**src/design/q4bm_pkg.sv**
```systemverilog
// Types, constants and helper functions of the q4 block matvec engine
`timescale 1ns / 1ps
`default_nettype none
package q4bm_pkg;

	localparam int MAX_VECTOR_LEN = 8192;
	localparam int BLOCK_WEIGHTS  = 32;
	localparam int MAX_BLOCKS     = 256;

	localparam int IN_DATA_W  = 224;
	localparam int OUT_DATA_W = 80;
	localparam int OUT_USER_W = 2;
	localparam int CFG_IDX_W  = 1;
	localparam int CFG_DATA_W = 16;
	localparam int GROUP_W    = 10;

	// configuration register indexes
	localparam logic [CFG_IDX_W-1:0] REG_BLOCKS_PER_ROW = 1'd0;
	localparam logic [CFG_IDX_W-1:0] REG_ROWS_PER_PASS  = 1'd1;

	// input kinds
	localparam logic CMD_LOAD_ACT = 1'b0;
	localparam logic CMD_WEIGHTS  = 1'b1;

	localparam logic [4:0] EXP_SPECIAL = 5'h1F;

	typedef struct packed {
		logic                 cmd;
		logic [GROUP_W-1:0]   act_group;
		logic [63:0]          act_bytes;
		logic [15:0]          scale_half;
		logic [63:0]          quant_lo;
		logic [63:0]          quant_hi;
	} entry_t;

	typedef struct packed {
		logic   valid;
		entry_t item;
	} q_head_t;

	typedef struct packed {
		logic signed [63:0] row_sum;
		logic [15:0]        row_number;
		logic               last_row;
		logic               saturated;
		logic               nonfinite_scale;
	} result_t;

	// Dot product of eight activations with eight nibbles (four weight bytes)
	function automatic logic signed [15:0] nib_dot8(input logic [63:0] acts,
			input logic [31:0] qb);
		logic signed [15:0] w;
		logic signed [15:0] a;
		logic signed [15:0] s;
		s = '0;
		for (int i = 0; i < 8; i++) begin
			w = $signed({12'd0, qb[4*i +: 4]}) - 16'sd8;
			a = 16'($signed(acts[8*i +: 8]));
			s = s + w * a;
		end
		return s;
	endfunction

endpackage
`default_nettype wire

```
**src/design/q4bm_front.sv**
```systemverilog
// Front end: accepts stream items, unpacks them and queues them for the back end
`timescale 1ns / 1ps
`default_nettype none
module q4bm_front (
	input  wire logic                           clk,
	input  wire logic                           arst_n,
	input  wire logic                           s_axis_tvalid,
	output logic                                s_axis_tready,
	input  wire logic [q4bm_pkg::IN_DATA_W-1:0] s_axis_tdata,
	input  wire logic                           s_axis_tuser,
	input  wire logic                           pop,
	output q4bm_pkg::q_head_t                   head
);

	q4bm_pkg::entry_t fifo_q [2];
	logic             wr_ptr_q;
	logic             rd_ptr_q;
	logic [1:0]       count_q;
	q4bm_pkg::entry_t in_item;
	logic             push;
	logic             do_pop;

	always_comb begin
		in_item.cmd        = s_axis_tuser;
		in_item.act_group  = s_axis_tdata[9:0];
		in_item.act_bytes  = s_axis_tdata[73:10];
		in_item.scale_half = s_axis_tdata[89:74];
		in_item.quant_lo   = s_axis_tdata[153:90];
		in_item.quant_hi   = s_axis_tdata[217:154];
	end

	assign s_axis_tready = (count_q != 2'd2);
	assign push          = s_axis_tvalid && s_axis_tready;
	assign do_pop        = pop && (count_q != 2'd0);
	assign head          = {(count_q != 2'd0), fifo_q[rd_ptr_q]};

	always_ff @(posedge clk) begin
		if (push) begin
			fifo_q[wr_ptr_q] <= in_item;
		end
	end

	always_ff @(posedge clk or negedge arst_n) begin
		if (!arst_n) begin
			wr_ptr_q <= 1'b0;
			rd_ptr_q <= 1'b0;
			count_q  <= 2'd0;
		end else begin
			if (push) begin
				wr_ptr_q <= ~wr_ptr_q;
			end
			if (do_pop) begin
				rd_ptr_q <= ~rd_ptr_q;
			end
			count_q <= count_q + 2'(push) - 2'(do_pop);
		end
	end

endmodule
`default_nettype wire

```
**config.mk**
```make
export PLATFORM = sky130hd
export DESIGN_NAME = q4bm_front
export DESIGN_NICKNAME = d
export VERILOG_FILES = /design/src/design/q4bm_pkg.sv /design/src/design/q4bm_front.sv
export SDC_FILE = /design/constraint.sdc
export NUM_CORES = 1
export LEC_CHECK = 0
export BUFFER_PORTS_ARGS = -buffer_cell sky130_fd_sc_hd__buf_4
export CAP_MARGIN = 25
export CORE_MARGIN = 5
export CORE_UTILIZATION = 56
export CTS_CLUSTER_DIAMETER = 50
export DETAILED_ROUTE_END_ITERATION = 12
export PLACE_DENSITY_LB_ADDON = 0.25
export SLEW_MARGIN = 20
export SYNTH_ARGS = -nofsm -noshare
export SYNTH_HDL_FRONTEND = slang
export SYNTH_SLANG_ARGS = --single-unit
```
**constraint.sdc**
```tcl
create_clock -name clk -period 25.8 [get_ports clk]
set_input_delay 5.16 -clock clk [delete_from_list [all_inputs] [get_ports clk]]
set_output_delay 5.16 -clock clk [all_outputs]
set_load 0.05 [all_outputs]
```
* Yosys cells after proc, flatten, opt, wreduce, memory -nomap -nowiden *
Memories as Yosys holds them, arrays and structs flattened.
Index checks and enable logic that the tools add are counted.
Widths: inputs -> output; s select.

storage, ports and cells
  bits in registers = 4
  bits in writable memories = 438
  bits of input ports = 229
  logic and storage cells = 14
  memories kept = 1

cells by class
  add/sub/neg operators = 2
  eq/ne operators = 1
  muxes and demuxes = 2
  bitwise operators = 2
  reduce and logical (&&, ||, !) cells = 3

memories
  name    words  bits a word  rd ports  clocked after memory_dff  wr ports  line              RTL
  fifo_q  2      219          1         0                         1         q4bm_front.sv:15  q4bm_pkg::entry_t fifo_q [2];

operator list
  kind                number
  $add 2x1->2         1
  $logic_and 1x1->1   2
  $mux 1              2
  $ne 2x2->1 const B  1
  $not 1->1           2
  $reduce_bool 2->1   1
  $sub 2x1->2         1

* Longest topological paths before layout *
  depth in word-level cells = 4
  depth in mapped cells = 7
  mapped depth without buffers = 7

* Least setup slack after synthesis *
Ideal clock, no wire load.

  path type = input to register
  start point = input s_axis_tvalid
  end point = memory fifo_q[0][0] (netlist bit), enable pin
  setup time = 803 ps
  data arrival time = 14,356 ps
  required time = 24,997 ps
  setup slack = 10,641 ps
  cell stages on the path = 2
  cells stage by stage = nand2_1 > nor2_1

between the ends
  longest elaborated chain between the ends = 3

ends and longest elaborated chain
  item                          line              RTL
  from (decl)                   q4bm_front.sv:7   input wire logic s_axis_tvalid,
  $logic_and 1x1->1             q4bm_front.sv:33  assign push = s_axis_tvalid && s_axis_tready;
  $mux 1                        q4bm_front.sv:38  if (push) begin
  $mux 1 (implied by the code)  q4bm_front.sv:39  fifo_q[wr_ptr_q] <= in_item;
  to (decl)                     q4bm_front.sv:15

Every way passes these cells.

==> impl_metrics.json <==
{
  "status": "completed",
  "min_period_ns": 8.62,
  "dr_total_vias": 8280,
  "ctsHtreeMaxLevel": 2,
  "fin_tns_setup_ns": 0,
  "drtIter0Drc": 548,
  "pre_cts_ws_ns": 17.70,
  "synthToLayoutAreaGrowth_pct": 31.3,
  "synth_fp_nets": 929,
  "rrSetupSlack_ns": 23.05,
  "setup_violations": 0,
  "clkLatencyLatePin_ns": 0.52,
  "core_area_sq_um": 28500,
  "die_width_um": 179,
  "worst-r2r-cell-count": 5,
  "grt_pass1_wl_um": 52500,
  "slowest_stage": "buf_4",
  "clk_pin_slew_ns": 0.06,
  "fmax_mhz": 116,
  "drc_errors": 0,
  "worst-setup-path-type": "flop to output port",
  "nets": 1406,
  "cts_tree": "done",
  "fin_ws_ns": 17.18,
  "cap_viol_max_count": 0,
  "relSlewSlack": 0.307,
  "hold_buffers": 0,
  "synth.distinct_cells": 15,
  "crit_end": "head[131]",
  "worstMarginPinSlew_ns": 1.04,
  "worstReg2RegStart": "count_q[1]",
  "diodes": 0,
  "synthesis.instances": 698,
  "drtAntennaViolNets": 0,
  "hold_path_class": "flop to flop",
  "synth_top_area_share": 0.818,
  "port_buffers": 443,
  "path_max_fanout": 63,
  "cp-end-kind": "output port",
  "power.density_nw_per_um2": 136,
  "post_cts_buffers": 0,
  "start_util": 0.563,
  "track_usage": 0.210,
  "yosysWarningCount": 0,
  "synth_top_cell_by_area": "edfxtp_1",
  "ys_seq_elements": 442,
  "most-common-layout-cells": "buf_4, edfxtp_1, mux2_2, clkbuf_16",
  "viasPerCell": 5.21,
  "drive_gt1_frac": 0.612,
  "cts-resized-gates": 0,
  "cp_data_required_time_ns": 20.64,
  "critPathMostFrequentCell": "buf_4",
  "rsz0062_at_grt": "no",
  "utilization": 0.739,
  "drtPass1Iterations": 4,
  "seq_area_frac_synth": 0.825,
  "worst-path-buf-inv": 3,
  "finalMaxSlewViolations": 0,
  "path_cells": "buf_4 > buf_4 > mux2_2 > buf_4",
  "peakVddDrop_mv": 0.107,
  "clock_sinks": 442,
  "avgRoutedWirePerCell_um": 22.0,
  "gr-total-overflow": 0,
  "ios": 450,
  "cts_inserted_buffers": 45,
  "grt_max_degree": 77,
  "avgSynthCellArea_sq_um": 23.0,
  "mostFrequentLayoutCell": "buf_4",
  "cp.depth": 4,
  "max_stage_delay_ns": 0.78,
  "leakage_nw": 7.88,
  "cp_top_family": "buffers and inverters",
  "hpwl_um": 23800,
  "yosys-top-cells-area": "edfxtp_1, mux2_2, buf_6",
  "rows": 62,
  "finalClockSkew_ns": 0.00690,
  "antenna_found_initial": 2,
  "timing.critical_path.from_type": "flop",
  "place.gp.congestion": 0.743,
  "grt_pass1_vias": 9067,
  "hold_viol": 0,
  "period_share": 0.334,
  "cts.path.max_buffers": 3,
  "netlist_area_sq_um": 16100,
  "die_h_um": 179,
  "crit_arrival_ns": 3.46,
  "dieArea_sq_um": 32200,
  "wl_um": 34900,
  "rr_endpoint": "fifo_q[0][32]",
  "cts_root_buf": "clkbuf_16",
  "crit_start": "rd_ptr_q"
}
## per-layer routing
metal / part of all wire / track usage
met2: 0.52 / 0.369
met1: 0.34 / 0.230
met4: 0.037 / 0.0805
met5: 0.00083 / 0
met3: 0.099 / 0.0847
## where the power goes
part           internal [mW]  total [mW]  switching [mW]  leakage, nW
registers              0.982        1.02          0.0424         4.11
logic                  0.395        1.25           0.856         3.10
clock network          0.343       0.595           0.252        0.659
## flip-flops by register name (all words and copies together) (netlist names)
name	count
count_q	2
fifo_q	438
rd_ptr_q	1
wr_ptr_q	1
## worst min-delay path by stage
stage / start / to / slack [ns] / depth (start not counted)
detailed placement: count_q[0] / count_q[0] / 0.51 / 1
CTS: count_q[0] / count_q[0] / 0.53 / 1
floorplan: wr_ptr_q / wr_ptr_q / 0.46 / 1
global placement: count_q[0] / count_q[0] / 0.50 / 1
finish: count_q[0] / count_q[0] / 0.52 / 1
global route: count_q[0] / count_q[0] / 0.56 / 1
## synth_stat cells
cell type  instances
and2_1             1
and3_1             1
buf_2              2
buf_6             22
dfrtp_1            4
edfxtp_1         438
ha_1               2
inv_1              1
mux2_2           219
nand2_1            1
nand2b_1           1
nor2_1             1
or2_2              1
xnor2_1            3
xor2_1             1
## worst register-to-register path: stages (launching register included)
cell	delay (ns)
dfrtp_1	0.40
nand2b_1	0.12
nand2_1	0.15
nor2_4	0.32
buf_4	0.53
buf_4	0.78
## metrics by stage
| stage | cells | instance area [sq um] | total power [mW] | hold WS (ns) |
|---|---|---|---|---|
| floorplan | 698 | 16100 | 1.99 | 0.461 |
| finish | 1590 | 21100 | 2.87 | 0.519 |
| detailed placement | 1510 | 19700 | 2.30 | 0.512 |
| global route | 1590 | 21100 | 2.98 | 0.557 |
| CTS | 1588 | 21100 | 2.90 | 0.526 |
| global placement | 1509 | 19700 | 2.28 | 0.503 |
## area by class of cell
cell class	count	area [sq um]
fillers	1717	7440
well taps	384	480
clock inverters	23	170
repair buffers	454	3450
multi-input cells	231	2570
inverters	1	3.75
clock buffers	55	1170
flip-flops and latches	442	13300
## cells by family (layout without fill, tap and decap cells)
| logic type | Yosys count | count (layout) | synth area share |
|---|---|---|---|
| flip-flops | 442 | 442 | 0.825 |
| AND/OR/NAND/NOR | 6 | 6 | 0.00202 |
| adder cells (fa/ha/maj) | 2 | 2 | 0.00156 |
| XOR/XNOR | 4 | 4 | 0.00218 |
| multiplexers | 219 | 219 | 0.153 |
| buffers and inverters | 25 | 533 | 0.0163 |
No activity file was read; power rests on OpenSTA's default activity.
